<file path="src/hw/rtl/bscc_pkg.sv">
// Shared types, constants and codes for the coulomb-counting state-of-charge block.
`default_nettype none

package bscc_pkg;

  localparam int unsigned CFG_INDEX_W = 2;
  localparam int unsigned CFG_DATA_W  = 15;

  localparam logic [CFG_INDEX_W-1:0] REG_NOMINAL_CAPACITY = 2'd0;
  localparam logic [CFG_INDEX_W-1:0] REG_INITIAL_CHARGE   = 2'd1;
  localparam logic [CFG_INDEX_W-1:0] REG_EMPTY_VOLTAGE    = 2'd2;
  localparam logic [CFG_INDEX_W-1:0] REG_FULL_VOLTAGE     = 2'd3;

  localparam logic [14:0] NOMINAL_CAPACITY_RST = 15'd1000;
  localparam logic [14:0] INITIAL_CHARGE_RST   = 15'd1000;
  localparam logic [14:0] EMPTY_VOLTAGE_RST    = 15'd2500;
  localparam logic [14:0] FULL_VOLTAGE_RST     = 15'd4000;

  // charge counter unit is 0.1 A * 1 ms
  localparam logic [39:0] UNITS_PER_DAH      = 40'd3600000;
  localparam logic [39:0] UNITS_PER_CENTIPCT = 40'd360;
  localparam logic [39:0] REM_SAT_UNITS      = 40'd235929600000;
  localparam logic [39:0] CHARGE_MAX         = 40'hFF_FFFF_FFFF;
  localparam logic [39:0] SOC_SCALE          = 40'd10000;

  localparam logic [13:0]        SOC_FULL       = 14'd10000;
  localparam logic [13:0]        SOC_LOW_LIMIT  = 14'd200;
  localparam logic [13:0]        SOC_HIGH_LIMIT = 14'd9950;
  localparam logic signed [14:0] SOC_WINDOW     = 15'sd200;
  localparam logic signed [17:0] BIAS_DA        = 18'sd10000;
  localparam logic [15:0]        REM_MAX        = 16'hFFFF;

  // last quotient bit index for each division
  localparam logic [3:0] TDIV_LAST = 4'd13;
  localparam logic [3:0] SDIV_LAST = 4'd13;
  localparam logic [3:0] RDIV_LAST = 4'd15;

  typedef enum logic [3:0] {
    S_IDLE,
    S_ZONE,
    S_TDIV,
    S_ACC,
    S_UPD,
    S_SOC,
    S_SDIV,
    S_REM,
    S_RDIV,
    S_DONE
  } seq_state_t;

  typedef struct packed {
    logic        start;
    logic [39:0] dividend;
    logic [39:0] divisor_al;
    logic [3:0]  last_step;
  } div_req_t;

  typedef struct packed {
    logic        busy;
    logic        done;
    logic [15:0] quot;
  } div_rsp_t;

endpackage

`default_nettype wire

</file>
<file path="src/hw/rtl/bscc_in_if.sv">
// Tick channel: currents, pack voltage and elapsed time.
`default_nettype none

interface bscc_in_if;
  logic               valid;
  logic               ready;
  logic signed [15:0] motor_current_da;
  logic signed [15:0] charger_current_da;
  logic [14:0]        pack_voltage_dv;
  logic [19:0]        elapsed_ms;

  modport source (
    output valid, motor_current_da, charger_current_da, pack_voltage_dv, elapsed_ms,
    input  ready
  );
  modport sink (
    input  valid, motor_current_da, charger_current_da, pack_voltage_dv, elapsed_ms,
    output ready
  );
endinterface

`default_nettype wire

</file>
<file path="src/hw/rtl/bscc_out_if.sv">
// Result channel: state of charge, target, permission flags and remaining charge.
`default_nettype none

interface bscc_out_if;
  logic        valid;
  logic        ready;
  logic [13:0] soc_centipct;
  logic [13:0] target_soc_centipct;
  logic        charge_ok;
  logic        discharge_ok;
  logic [15:0] remaining_charge_dah;

  modport source (
    output valid, soc_centipct, target_soc_centipct, charge_ok, discharge_ok,
           remaining_charge_dah,
    input  ready
  );
  modport sink (
    input  valid, soc_centipct, target_soc_centipct, charge_ok, discharge_ok,
           remaining_charge_dah,
    output ready
  );
endinterface

`default_nettype wire

</file>
<file path="src/hw/rtl/bscc_div.sv">
// Shared restoring divider, one quotient bit per cycle.
`default_nettype none

module bscc_div (
  input  wire logic              clk,
  input  wire logic              rst,
  input  wire bscc_pkg::div_req_t req,
  output bscc_pkg::div_rsp_t     rsp
);

  logic [39:0] rem_acc;
  logic [39:0] dsr;
  logic [15:0] quot;
  logic [3:0]  step;
  logic        busy;
  logic        done;
  logic        fits;

  assign fits = rem_acc >= dsr;

  always_ff @(posedge clk) begin
    if (rst) begin
      busy <= 1'b0;
      done <= 1'b0;
    end else begin
      done <= 1'b0;
      if (req.start) begin
        busy <= 1'b1;
      end else if (busy && step == 4'd0) begin
        busy <= 1'b0;
        done <= 1'b1;
      end
    end
  end

  always_ff @(posedge clk) begin
    if (req.start) begin
      rem_acc <= req.dividend;
      dsr     <= req.divisor_al;
      step    <= req.last_step;
      quot    <= '0;
    end else if (busy) begin
      if (fits) begin
        rem_acc <= rem_acc - dsr;
      end
      quot <= {quot[14:0], fits};
      dsr  <= dsr >> 1;
      step <= step - 4'd1;
    end
  end

  assign rsp.busy = busy;
  assign rsp.done = done;
  assign rsp.quot = quot;

endmodule

`default_nettype wire

</file>
<file path="src/hw/rtl/battery_soc_coulomb_counter_top.sv">
// Top level: tick sequencer, charge counter and state-of-charge datapath.
// The first tick after reset only loads the counter and remaining charge and goes straight from
// idle to done; later ticks make up to three passes through the one shared restoring divider
// (target 14 bits, state of charge 14 bits, remaining charge 16 bits), which retires one quotient
// bit per cycle; a pass is skipped when its result is clamped or fixed.
// The tick channel is ready only while the sequencer is idle, and a finished result sits in the
// output register, so the next tick may be taken while the result still waits for its transfer.
`default_nettype none

module battery_soc_coulomb_counter_top (
  input  wire logic                             clk,
  input  wire logic                             rst,
  bscc_in_if.sink                               tick,
  bscc_out_if.source                            result,
  input  wire logic                             cfg_we,
  input  wire logic [bscc_pkg::CFG_INDEX_W-1:0] cfg_index,
  input  wire logic [bscc_pkg::CFG_DATA_W-1:0]  cfg_data
);

  bscc_pkg::seq_state_t state;
  bscc_pkg::seq_state_t state_next;
  bscc_pkg::div_req_t   div_req;
  bscc_pkg::div_rsp_t   div_rsp;

  logic [14:0] nominal_capacity;
  logic [14:0] initial_charge;
  logic [14:0] empty_voltage;
  logic [14:0] full_voltage;

  logic        first_tick;
  logic [39:0] charge_count;
  logic [13:0] soc_value;
  logic        charge_allowed;
  logic        discharge_allowed;

  logic signed [15:0] motor_da;
  logic signed [15:0] charger_da;
  logic [14:0]        pack_dv;
  logic [19:0]        elapsed;
  logic [13:0]        target;
  logic               corr;
  logic               low;
  logic signed [38:0] prod;
  logic [15:0]        rem;

  // voltage zone
  logic signed [15:0] span;
  logic [17:0]        v5;
  logic [17:0]        e5;
  logic [17:0]        f5;
  logic signed [19:0] lo_lim;
  logic signed [19:0] hi_lim;
  logic               low_c;
  logic               high_c;
  logic               zone_hit;
  logic               v_above;
  logic [15:0]        vdiff;
  logic               v_sat;
  logic               tdiv_go;

  // net current and counter update
  logic signed [14:0] tdiff;
  logic               far;
  logic signed [17:0] net_base;
  logic signed [17:0] bias;
  logic signed [17:0] net;
  logic signed [38:0] prod_calc;
  logic signed [41:0] cc_sum;
  logic [39:0]        cc_sat;

  // state of charge and remaining charge
  logic [39:0] cap_units;
  logic        soc_full_hit;
  logic        sdiv_go;
  logic        rem_sat;

  bscc_div u_div (
    .clk (clk),
    .rst (rst),
    .req (div_req),
    .rsp (div_rsp)
  );

  assign span     = $signed({1'b0, full_voltage}) - $signed({1'b0, empty_voltage});
  assign v5       = {3'b000, pack_dv} * 18'd5;
  assign e5       = {3'b000, empty_voltage} * 18'd5;
  assign f5       = {3'b000, full_voltage} * 18'd5;
  assign lo_lim   = $signed({2'b00, e5}) + $signed({{4{span[15]}}, span});
  assign hi_lim   = $signed({2'b00, f5}) - $signed({{4{span[15]}}, span});
  assign low_c    = $signed({2'b00, v5}) < lo_lim;
  assign high_c   = $signed({2'b00, v5}) > hi_lim;
  assign zone_hit = !span[15] && (span != 16'sd0) && (low_c || high_c);
  assign v_above  = pack_dv > empty_voltage;
  assign vdiff    = {1'b0, pack_dv} - {1'b0, empty_voltage};
  assign v_sat    = vdiff[14:0] >= span[14:0];
  assign tdiv_go  = zone_hit && v_above && !v_sat;

  assign tdiff     = $signed({1'b0, target}) - $signed({1'b0, soc_value});
  assign far       = (tdiff > bscc_pkg::SOC_WINDOW) || (tdiff < -bscc_pkg::SOC_WINDOW);
  assign net_base  = $signed({{2{motor_da[15]}}, motor_da})
                   - $signed({{2{charger_da[15]}}, charger_da});
  assign bias      = (corr && far) ? (low ? bscc_pkg::BIAS_DA : -bscc_pkg::BIAS_DA) : 18'sd0;
  assign net       = net_base + bias;
  assign prod_calc = $signed({{21{net[17]}}, net}) * $signed({19'b0, elapsed});
  assign cc_sum    = $signed({2'b00, charge_count}) - $signed({{3{prod[38]}}, prod});
  assign cc_sat    = cc_sum[41] ? 40'd0 :
                     (cc_sum[40] ? bscc_pkg::CHARGE_MAX : cc_sum[39:0]);

  assign cap_units    = 40'(nominal_capacity) * bscc_pkg::UNITS_PER_DAH;
  assign soc_full_hit = charge_count >= cap_units;
  assign sdiv_go      = (nominal_capacity != 15'd0) && !soc_full_hit;
  assign rem_sat      = charge_count >= bscc_pkg::REM_SAT_UNITS;

  assign tick.ready = (state == bscc_pkg::S_IDLE);

  always_ff @(posedge clk) begin
    if (rst) begin
      state <= bscc_pkg::S_IDLE;
    end else begin
      state <= state_next;
    end
  end

  always_comb begin
    state_next         = state;
    div_req.start      = 1'b0;
    div_req.dividend   = charge_count;
    div_req.divisor_al = 40'(bscc_pkg::UNITS_PER_DAH << 15);
    div_req.last_step  = bscc_pkg::RDIV_LAST;
    unique case (state)
      bscc_pkg::S_IDLE: begin
        if (tick.valid) begin
          state_next = first_tick ? bscc_pkg::S_DONE : bscc_pkg::S_ZONE;
        end
      end
      bscc_pkg::S_ZONE: begin
        div_req.dividend   = 40'(vdiff[14:0]) * bscc_pkg::SOC_SCALE;
        div_req.divisor_al = 40'(span[14:0]) << 13;
        div_req.last_step  = bscc_pkg::TDIV_LAST;
        div_req.start      = tdiv_go;
        state_next         = tdiv_go ? bscc_pkg::S_TDIV : bscc_pkg::S_ACC;
      end
      bscc_pkg::S_TDIV: begin
        if (div_rsp.done) begin
          state_next = bscc_pkg::S_ACC;
        end
      end
      bscc_pkg::S_ACC: begin
        state_next = bscc_pkg::S_UPD;
      end
      bscc_pkg::S_UPD: begin
        state_next = bscc_pkg::S_SOC;
      end
      bscc_pkg::S_SOC: begin
        div_req.divisor_al = (40'(nominal_capacity) * bscc_pkg::UNITS_PER_CENTIPCT) << 13;
        div_req.last_step  = bscc_pkg::SDIV_LAST;
        div_req.start      = sdiv_go;
        state_next         = sdiv_go ? bscc_pkg::S_SDIV : bscc_pkg::S_REM;
      end
      bscc_pkg::S_SDIV: begin
        if (div_rsp.done) begin
          state_next = bscc_pkg::S_REM;
        end
      end
      bscc_pkg::S_REM: begin
        div_req.start = !rem_sat;
        state_next    = rem_sat ? bscc_pkg::S_DONE : bscc_pkg::S_RDIV;
      end
      bscc_pkg::S_RDIV: begin
        if (div_rsp.done) begin
          state_next = bscc_pkg::S_DONE;
        end
      end
      bscc_pkg::S_DONE: begin
        if (!result.valid || result.ready) begin
          state_next = bscc_pkg::S_IDLE;
        end
      end
      default: begin
        state_next = bscc_pkg::S_IDLE;
      end
    endcase
  end

  // configuration and held state
  always_ff @(posedge clk) begin
    if (rst) begin
      nominal_capacity  <= bscc_pkg::NOMINAL_CAPACITY_RST;
      initial_charge    <= bscc_pkg::INITIAL_CHARGE_RST;
      empty_voltage     <= bscc_pkg::EMPTY_VOLTAGE_RST;
      full_voltage      <= bscc_pkg::FULL_VOLTAGE_RST;
      first_tick        <= 1'b1;
      soc_value         <= '0;
      charge_allowed    <= 1'b1;
      discharge_allowed <= 1'b1;
    end else begin
      if (cfg_we) begin
        unique case (cfg_index)
          bscc_pkg::REG_NOMINAL_CAPACITY: nominal_capacity <= cfg_data;
          bscc_pkg::REG_INITIAL_CHARGE:   initial_charge   <= cfg_data;
          bscc_pkg::REG_EMPTY_VOLTAGE:    empty_voltage    <= cfg_data;
          bscc_pkg::REG_FULL_VOLTAGE:     full_voltage     <= cfg_data;
          default: ;
        endcase
      end
      if (state == bscc_pkg::S_IDLE && tick.valid) begin
        first_tick <= 1'b0;
      end
      if (state == bscc_pkg::S_UPD) begin
        discharge_allowed <= soc_value >= bscc_pkg::SOC_LOW_LIMIT;
        charge_allowed    <= soc_value <= bscc_pkg::SOC_HIGH_LIMIT;
      end
      if (state == bscc_pkg::S_SOC) begin
        if (nominal_capacity == 15'd0) begin
          soc_value <= '0;
        end else if (soc_full_hit) begin
          soc_value <= bscc_pkg::SOC_FULL;
        end
      end
      if (state == bscc_pkg::S_SDIV && div_rsp.done) begin
        soc_value <= div_rsp.quot[13:0];
      end
    end
  end

  // working registers
  always_ff @(posedge clk) begin
    unique case (state)
      bscc_pkg::S_IDLE: begin
        if (tick.valid) begin
          motor_da   <= tick.motor_current_da;
          charger_da <= tick.charger_current_da;
          pack_dv    <= tick.pack_voltage_dv;
          elapsed    <= tick.elapsed_ms;
          target     <= soc_value;
          corr       <= 1'b0;
          if (first_tick) begin
            charge_count <= 40'(initial_charge) * bscc_pkg::UNITS_PER_DAH;
            rem          <= 16'(initial_charge);
          end
        end
      end
      bscc_pkg::S_ZONE: begin
        corr <= zone_hit;
        low  <= low_c;
        if (zone_hit && !v_above) begin
          target <= '0;
        end else if (zone_hit && v_sat) begin
          target <= bscc_pkg::SOC_FULL;
        end
      end
      bscc_pkg::S_TDIV: begin
        if (div_rsp.done) begin
          target <= div_rsp.quot[13:0];
        end
      end
      bscc_pkg::S_ACC: begin
        prod <= prod_calc;
      end
      bscc_pkg::S_UPD: begin
        charge_count <= cc_sat;
      end
      bscc_pkg::S_REM: begin
        if (rem_sat) begin
          rem <= bscc_pkg::REM_MAX;
        end
      end
      bscc_pkg::S_RDIV: begin
        if (div_rsp.done) begin
          rem <= div_rsp.quot;
        end
      end
      default: ;
    endcase
  end

  // output register
  always_ff @(posedge clk) begin
    if (rst) begin
      result.valid <= 1'b0;
    end else if (state == bscc_pkg::S_DONE && (!result.valid || result.ready)) begin
      result.valid <= 1'b1;
    end else if (result.ready) begin
      result.valid <= 1'b0;
    end
  end

  always_ff @(posedge clk) begin
    if (state == bscc_pkg::S_DONE && (!result.valid || result.ready)) begin
      result.soc_centipct         <= soc_value;
      result.target_soc_centipct  <= target;
      result.charge_ok            <= charge_allowed;
      result.discharge_ok         <= discharge_allowed;
      result.remaining_charge_dah <= rem;
    end
  end

`ifndef ASSERT_OFF
  a_div_start_idle: assert property (@(posedge clk) disable iff (rst)
    div_req.start |-> !div_rsp.busy)
    else $error("divider restarted while busy");

  a_tick_div_idle: assert property (@(posedge clk) disable iff (rst)
    (tick.valid && tick.ready) |-> !div_rsp.busy)
    else $error("tick transfer while divider busy");

  a_soc_range: assert property (@(posedge clk) disable iff (rst)
    soc_value <= bscc_pkg::SOC_FULL)
    else $error("state of charge out of range");

  a_target_range: assert property (@(posedge clk) disable iff (rst)
    result.valid |-> (result.target_soc_centipct <= bscc_pkg::SOC_FULL))
    else $error("target state of charge out of range");
`endif

endmodule

`default_nettype wire

</file>
<file path="src/flat_wrapper.sv">
// flat-port wrapper written by rule: the top's interface ports become plain ports
module battery_soc_coulomb_counter_top_flat 
  (clk, rst, cfg_we, cfg_index, cfg_data, tick_valid, tick_motor_current_da, tick_charger_current_da, tick_pack_voltage_dv, tick_elapsed_ms, tick_ready, result_valid, result_soc_centipct, result_target_soc_centipct, result_charge_ok, result_discharge_ok, result_remaining_charge_dah, result_ready);
  bscc_in_if tick_i ();
  bscc_out_if result_i ();
  input  wire logic clk;
  input  wire logic rst;
  input  wire logic cfg_we;
  input  wire logic [bscc_pkg::CFG_INDEX_W-1:0] cfg_index;
  input  wire logic [bscc_pkg::CFG_DATA_W-1:0] cfg_data;
  input wire logic [$bits(tick_i.valid)-1:0] tick_valid;
  input wire logic [$bits(tick_i.motor_current_da)-1:0] tick_motor_current_da;
  input wire logic [$bits(tick_i.charger_current_da)-1:0] tick_charger_current_da;
  input wire logic [$bits(tick_i.pack_voltage_dv)-1:0] tick_pack_voltage_dv;
  input wire logic [$bits(tick_i.elapsed_ms)-1:0] tick_elapsed_ms;
  output wire logic [$bits(tick_i.ready)-1:0] tick_ready;
  output wire logic [$bits(result_i.valid)-1:0] result_valid;
  output wire logic [$bits(result_i.soc_centipct)-1:0] result_soc_centipct;
  output wire logic [$bits(result_i.target_soc_centipct)-1:0] result_target_soc_centipct;
  output wire logic [$bits(result_i.charge_ok)-1:0] result_charge_ok;
  output wire logic [$bits(result_i.discharge_ok)-1:0] result_discharge_ok;
  output wire logic [$bits(result_i.remaining_charge_dah)-1:0] result_remaining_charge_dah;
  input wire logic [$bits(result_i.ready)-1:0] result_ready;
  assign tick_i.valid = tick_valid;
  assign tick_i.motor_current_da = tick_motor_current_da;
  assign tick_i.charger_current_da = tick_charger_current_da;
  assign tick_i.pack_voltage_dv = tick_pack_voltage_dv;
  assign tick_i.elapsed_ms = tick_elapsed_ms;
  assign tick_ready = tick_i.ready;
  assign result_valid = result_i.valid;
  assign result_soc_centipct = result_i.soc_centipct;
  assign result_target_soc_centipct = result_i.target_soc_centipct;
  assign result_charge_ok = result_i.charge_ok;
  assign result_discharge_ok = result_i.discharge_ok;
  assign result_remaining_charge_dah = result_i.remaining_charge_dah;
  assign result_i.ready = result_ready;
  battery_soc_coulomb_counter_top u_core (.clk(clk), .rst(rst), .tick(tick_i), .result(result_i), .cfg_we(cfg_we), .cfg_index(cfg_index), .cfg_data(cfg_data));
endmodule
</file>
<file path="config.mk">
export PLATFORM = sky130hd
export DESIGN_NAME = battery_soc_coulomb_counter_top_flat
export DESIGN_NICKNAME = d
export VERILOG_FILES = /design/src/hw/rtl/bscc_pkg.sv /design/src/hw/rtl/bscc_in_if.sv /design/src/hw/rtl/bscc_out_if.sv /design/src/hw/rtl/bscc_div.sv /design/src/hw/rtl/battery_soc_coulomb_counter_top.sv /design/src/flat_wrapper.sv
export SDC_FILE = /design/constraint.sdc
export NUM_CORES = 2
export LEC_CHECK = 0
export BUFFER_PORTS_ARGS = -buffer_cell sky130_fd_sc_hd__clkbuf_2
export CAP_MARGIN = 10
export CORE_MARGIN = 2
export CORE_UTILIZATION = 60
export DETAILED_ROUTE_END_ITERATION = 8
export PLACE_DENSITY_LB_ADDON = 0.1
export SLEW_MARGIN = 20
export SYNTH_ARGS = -nofsm -noshare
export SYNTH_HDL_FRONTEND = slang
export SYNTH_SLANG_ARGS = --single-unit
</file>
<file path="constraint.sdc">
create_clock -name clk -period 23.5 [get_ports clk]
set_clock_uncertainty 0.05 [all_clocks]
set_input_delay 4.7 -clock clk [delete_from_list [all_inputs] [get_ports clk]]
set_output_delay 4.7 -clock clk [all_outputs]
set_load 0.01 [all_outputs]
</file>
Word level (Yosys, flattened, before mapping)

Index checks and enable logic that the tools add are counted.

Register bits after elaboration: 408
Input bits: 89
Output and inout port bits: 48

Add/subtract/negate cells: 10
Multipliers: 8
$lt $le $gt $ge: 11
Equal/unequal tests: 20
Mux-type cells: 48
Reduce and logical (&&, ||, !) cells: 50

Operator list:

| operator                                              | count |
|---|---|
| 2-to-1 mux 40 bit                                     | 10 |
| 2-to-1 mux 14 bit                                     | 8 |
| one-hot mux 41 bit (2 select lines)                   | 1 |
| one-hot mux 40 bit (2 select lines)                   | 1 |
| 2-to-1 mux 16 bit                                     | 4 |
| multiplier 15 x 15 -> 30 bit, second input constant   | 2 |
| multiplier 15 x 3 -> 18 bit, second input constant    | 3 |
| one-hot mux 16 bit (3 select lines)                   | 1 |
| one-hot mux 14 bit (3 select lines)                   | 1 |
| subtractor 41 x 39 -> 42 bit                          | 1 |
| >= comparator 40 x 37 -> 1 bit                        | 1 |
| >= comparator 40 x 38 -> 1 bit, second input constant | 1 |
| >= comparator 40 bit                                  | 1 |
| one-hot mux 4 bit (10 select lines)                   | 1 |
| subtractor 40 bit                                     | 1 |
| multiplier 18 x 21 -> 39 bit                          | 1 |
| 2-to-1 mux 18 bit                                     | 2 |
| 2-to-1 mux 4 bit                                      | 8 |
| multiplier 15 x 10 -> 25 bit, second input constant   | 1 |
| multiplier 15 x 6 -> 21 bit, second input constant    | 1 |
| adder 19 x 16 -> 20 bit                               | 1 |
| greater-than comparator 19 x 20 -> 1 bit              | 1 |
| < comparator 19 x 20 -> 1 bit                         | 1 |
| subtractor 19 x 16 -> 20 bit                          | 1 |
| 39 further kinds                                      | 93 |

Logic depth before layout (Yosys ltp)

Depth after elaboration: 10
Mapped depth: 49
Mapped depth without buffers: 47

By module

Synthesis repeated with hierarchy kept, for this count alone.

Cells, all modules: 5993
Area, all modules: 54717.5 um^2

Modules (own cells, without submodules):

| module                          | instances | cells an instance | area an instance (um^2) |
|---|---|---|---|
| battery_soc_coulomb_counter_top | 1         | 5279              | 48139.9 |
| bscc_div                        | 1         | 714               | 6577.6 |

Worst setup path after synthesis

Ideal clock, no wire load.

Kind: register to register
Start point: register u_core.soc_value[1]
End point: register u_core.prod[37] (data pin)
Data arrival time: 10.578 ns
Required time: 23.192 ns
Slack: 12.614 ns
Cell stages (with the launch flop): 45
Buffers on the path: 2
Path through: dfxtp_1 > inv_1 > ha_1 > nor2b_1 > o31a_1 > o31ai_1 > a211oi_1 > or4_1 > and2_1 > nand4_1 > o211a_1 > nor2b_1 > clkbuf_1 > xnor2_1 > ha_1 > ha_1 > inv_1 > a21oi_1 > [... 9 more ...] > fa_1 > fa_1 > fa_1 > fa_1 > inv_1 > fa_1 > inv_1 > ha_1 > a21oi_1 > nand2_1 > a31oi_1 > o21ai_0 > a311oi_1 > nor3_1 > o41ai_1 > o2111ai_1 > a21oi_1 > xnor2_1

Longest elaborated chain between the ends: 7
Elaborated cells on any way between the ends: 8
Those cells by class: add/sub (2); mul (1); order compare (2); mux (1); reduce/logical (2)

RTL lines:

| item                                                                                           | line                                   | RTL |
|---|---|---|
| start: declaration                                                                             | battery_soc_coulomb_counter_top.sv:32  | `logic [13:0] soc_value;` |
| start signal: assignment                                                                       | battery_soc_coulomb_counter_top.sv:217 | `soc_value <= bscc_pkg::SOC_FULL;` |
| start signal: assignment                                                                       | battery_soc_coulomb_counter_top.sv:221 | `soc_value <= div_rsp.quot[13:0];` |
| subtractor 14 x 14 -> 15 bit (*)                                                               | battery_soc_coulomb_counter_top.sv:98  | `assign tdiff = $signed({1'b0, target}) - $signed({1'b0, soc_value});` |
| greater-than comparator 15 x 9 -> 1 bit / < comparator 15 x 9 -> 1 bit (equally long branches) | battery_soc_coulomb_counter_top.sv:99  | `assign far = (tdiff > bscc_pkg::SOC_WINDOW) \|\| (tdiff < -bscc_pkg::SOC_WINDOW);` |
| logical OR 1 bit (*)                                                                           | battery_soc_coulomb_counter_top.sv:99  |  |
| logical AND 1 bit (*)                                                                          | battery_soc_coulomb_counter_top.sv:102 | `assign bias = (corr && far) ? (low ? bscc_pkg::BIAS_DA : -bscc_pkg::BIAS_DA) : 18'sd0;` |
| 2-to-1 mux 18 bit (*)                                                                          | battery_soc_coulomb_counter_top.sv:102 |  |
| adder 17 x 18 -> 18 bit (*)                                                                    | battery_soc_coulomb_counter_top.sv:103 | `assign net = net_base + bias;` |
| multiplier 18 x 21 -> 39 bit (*)                                                               | battery_soc_coulomb_counter_top.sv:104 | `assign prod_calc = $signed({{21{net[17]}}, net}) * $signed({19'b0, elapsed});` |
| net u_core.prod_calc[37]                                                                       | battery_soc_coulomb_counter_top.sv:67  | `logic signed [38:0] prod_calc;` |
| end signal: assignment                                                                         | battery_soc_coulomb_counter_top.sv:258 | `prod <= prod_calc;` |
| end: declaration                                                                               | battery_soc_coulomb_counter_top.sv:43  | `logic signed [38:0] prod;` |

Mark *: on every way through the listed nets, which the timed path passes. The rest lies on a longest branch.
A chain may end at the register's enable or synchronous reset.

Worst setup path in the final report

Start point: register u_core.target[0]
End point: register u_core.prod[37] (data pin)

Longest elaborated chain between the ends: 7
Elaborated cells on any way between the ends: 8
Those cells by class: add/sub (2); mul (1); order compare (2); mux (1); reduce/logical (2)

RTL lines:

| item                                                                                           | line                                   | RTL |
|---|---|---|
| start: declaration                                                                             | battery_soc_coulomb_counter_top.sv:40  | `logic [13:0] target;` |
| start signal: assignment                                                                       | battery_soc_coulomb_counter_top.sv:235 | `target <= soc_value;` |
| start signal: assignment                                                                       | battery_soc_coulomb_counter_top.sv:249 | `target <= bscc_pkg::SOC_FULL;` |
| start signal: assignment                                                                       | battery_soc_coulomb_counter_top.sv:254 | `target <= div_rsp.quot[13:0];` |
| subtractor 14 x 14 -> 15 bit (*)                                                               | battery_soc_coulomb_counter_top.sv:98  |  |
| greater-than comparator 15 x 9 -> 1 bit / < comparator 15 x 9 -> 1 bit (equally long branches) | battery_soc_coulomb_counter_top.sv:99  |  |
| logical OR 1 bit (*)                                                                           | battery_soc_coulomb_counter_top.sv:99  |  |
| logical AND 1 bit (*)                                                                          | battery_soc_coulomb_counter_top.sv:102 |  |
| 2-to-1 mux 18 bit (*)                                                                          | battery_soc_coulomb_counter_top.sv:102 |  |
| adder 17 x 18 -> 18 bit (*)                                                                    | battery_soc_coulomb_counter_top.sv:103 |  |
| multiplier 18 x 21 -> 39 bit (*)                                                               | battery_soc_coulomb_counter_top.sv:104 |  |
| net u_core.prod_calc[37]                                                                       | battery_soc_coulomb_counter_top.sv:67  |  |

Marked as above.

==> reports/metrics.yaml <==
run_status:
  outcome: "finished, final reports clean"
logic_synthesis:
  synth_top_area_share_pct: 21.3
  yosysUniqueCellTypes: 83
  synth-edff-count: 305
  async_reset_ff_share_pct: 0
  avgSynthCellArea_um2: 9.39
  syn_inst: 5719
  synth_nets: 7187
  synth_area_um2: 53700
  ys_ff_latch: 405
  synth_ff_type: "edfxtp_1"
  yosysTopAreaCell: "fa_1"
  synthTopCellsByArea: "fa_1, ha_1, edfxtp_1"
  yosys_warnings: 0
  yosysSeqAreaShare_pct: 20.8
setup_path:
  end_kind: "register"
  critPathKind: "reg -> reg"
  rrSetupSlack_ns: 10.62
  critPathMaxFanout: 20
  cp_slowest_cell: "a2111oi_0"
  crit_arrival_ns: 13.19
  path_buf_inv: 7
  critPathTopFamily: "compound AO/OA/AOI/OAI gates"
  cp-start-kind: "register"
  cp.required_ns: 23.81
  slowest_delay_ns: 0.68
drt:
  ant_nets: 0
  firstDrtPassIters: 6
  drt_iter0_drc: 2592
  vias_per_cell: 5.72
  drt-total-wl_um: 134000
  drc: 0
  post_drt_wl_per_cell_um: 19.1
  vias: 40100
clock_network:
  cts.clk_slew.worst_paths_ns: 0.06
  clock_latency_ns: 0.65
  cts_max_level: 2
  cts_tree: "yes"
  clock_sinks: 405
  ctsHoldBuffers: 0
  cts.path.max_buffers: 3
  postCtsSetupBuffers: 0
  numCtsBuffers: 49
  cts_resized: 0
  root_buffer: "clkbuf_16"
floorplan:
  die_area_um2: 91900
  rows: 109
  io_pins: 137
  fp.coreArea_um2: 88500
  initial_core_util_pct: 60.7
  die_x_um: 303
  fp.dieH_um: 303
timing:
  fmax_ghz: 0.0776
  relSlewSlack_pct: 25.8
  fin_crit_ns: 12.88
  finalMaxSlewViolations: 0
  tns_ns: 0
  finalHoldViolations: 0
  rsz0062_at_grt: "no"
  finalCritPeriodShare_pct: 54.8
  tightest_slew_ns: 1.11
  setup_viol: 0
  hold_slack_ns: 0.368
final_layout:
  final_area_um2: 57400
  drive_above_1_share_pct: 5.31
  nets: 7281
  n_antenna_cell: 0
  area_delta_synth_final_pct: 6.96
grt:
  grt_pass1_wl_um: 218000
  grt_max_degree: 82
  grt_usage_pct: 30.1
  overflow: 0
  grt_pass1_vias: 40300
  antenna_found_initial: 2
place:
  place.gp.congestion: 0.930
  portBuffers: 136
  placed_area_um2: 55600
  hpwl_um: 111000
hold_path:
  hold_class: "reg -> reg"
job:
  maxCapViolCount: 0
-- layout make-up --
class	instances	area, um^2
Inverter	1020	3830
Fill cell	7406	31100
Clock inverter	30	450
Timing Repair Buffer	176	981
Tap cell	1165	1460
Clock buffer	61	1330
Sequential cell	405	11200
Multi-Input combinational cell	4161	38200
-- synthesized netlist by cell type, drive strengths merged (14+ instances only) --
| master | number |
|---|---|
| nor2b | 73 |
| or2 | 20 |
| clkbuf | 118 |
| o21bai | 41 |
| dfxtp | 100 |
| o22ai | 28 |
| a31oi | 27 |
| or3 | 27 |
| nor4 | 16 |
| xnor2 | 173 |
| o211ai | 30 |
| o31ai | 18 |
| a211o | 17 |
| a21o | 114 |
| nand3b | 24 |
| inv | 1020 |
| nor2 | 253 |
| o21ai | 171 |
| a22o | 23 |
| nor3 | 67 |
| ha | 809 |
| o21a | 41 |
| edfxtp | 305 |
| a2111oi | 14 |
| nand2 | 520 |
| buf | 15 |
| nand2b | 85 |
| xor2 | 111 |
| nand4 | 37 |
| a21oi | 344 |
| fa | 570 |
| a211oi | 35 |
| and2 | 128 |
| nand3 | 75 |
| and3 | 32 |
| mux2i | 66 |
-- cells in the final DEF, fill, tap and decap left out, types with 114 or more instances in the layout --
master / netlist / layout
a21o_1: 114 / 114
a21oi_1: 344 / 344
and2_1: 127 / 127
clkbuf_2: 0 / 136
edfxtp_1: 305 / 305
fa_1: 570 / 570
ha_1: 809 / 809
inv_1: 1020 / 1019
nand2_1: 520 / 519
nor2_1: 253 / 251
o21ai_0: 169 / 168
xnor2_1: 173 / 172
-- per-layer routing --
metal / GRT usage, % / vias to the layer above / wire [um]
li1: - / 19400 / -
met1: 40.6 / 19600 / 59100
met2: 51.6 / 976 / 64700
met3: 3.05 / 200 / 6450
met4: 8.91 / 0 / 4010
met5: 0 / - / 0
-- registers in the layout, summed over array words and instances (netlist names), 4 cells and up --
| name | count |
|---|---|
| u_core.u_div.quot | 16 |
| u_core.initial_charge | 15 |
| u_core.result.soc_centipct | 14 |
| u_core.state | 4 |
| u_core.nominal_capacity | 15 |
| u_core.prod | 39 |
| u_core.elapsed | 20 |
| u_core.empty_voltage | 15 |
| u_core.result.remaining_charge_dah | 16 |
| u_core.u_div.step | 4 |
| u_core.soc_value | 14 |
| u_core.result.target_soc_centipct | 14 |
| u_core.u_div.dsr | 37 |
| u_core.charger_da | 16 |
| u_core.full_voltage | 15 |
| u_core.charge_count | 40 |
| u_core.rem | 16 |
| u_core.target | 14 |
| u_core.pack_dv | 15 |
| u_core.motor_da | 16 |
| u_core.u_div.rem_acc | 40 |
-- stage by stage --
step                      setup WS [ns]  util, %  std cells
after global placement            11.08     62.9       6927
after floorplan                   12.61        -       5719
after detailed placement          10.80     62.9       6927
final                             10.62     64.9       7018
after CTS                         10.73     64.9       7018
after global routing               9.64     64.9       7018
-- cell families after synthesis --
logic type	share of synthesized area, %
AO/OA/AOI/OAI	12.5
adder cells (fa/ha/maj)	40.1
multiplexers	1.38
flip-flops	20.8
XOR/XNOR	4.63
buffers and inverters	8.18
AND/OR/NAND/NOR	12.5
-- path summary, 6_finish.rpt --
check / end / startpoint / cells past startpoint
min: u_core.result.remaining_charge_dah[3] / u_core.rem[3] / 0
max: u_core.prod[37] / u_core.target[0] / 45
min reg2reg: u_core.result.remaining_charge_dah[3] / u_core.rem[3] / 0
max reg2reg: u_core.prod[37] / u_core.target[0] / 45
Power is not shown: default switching activity piles up to over one toggle a cycle in this logic, so the estimate is an artifact.
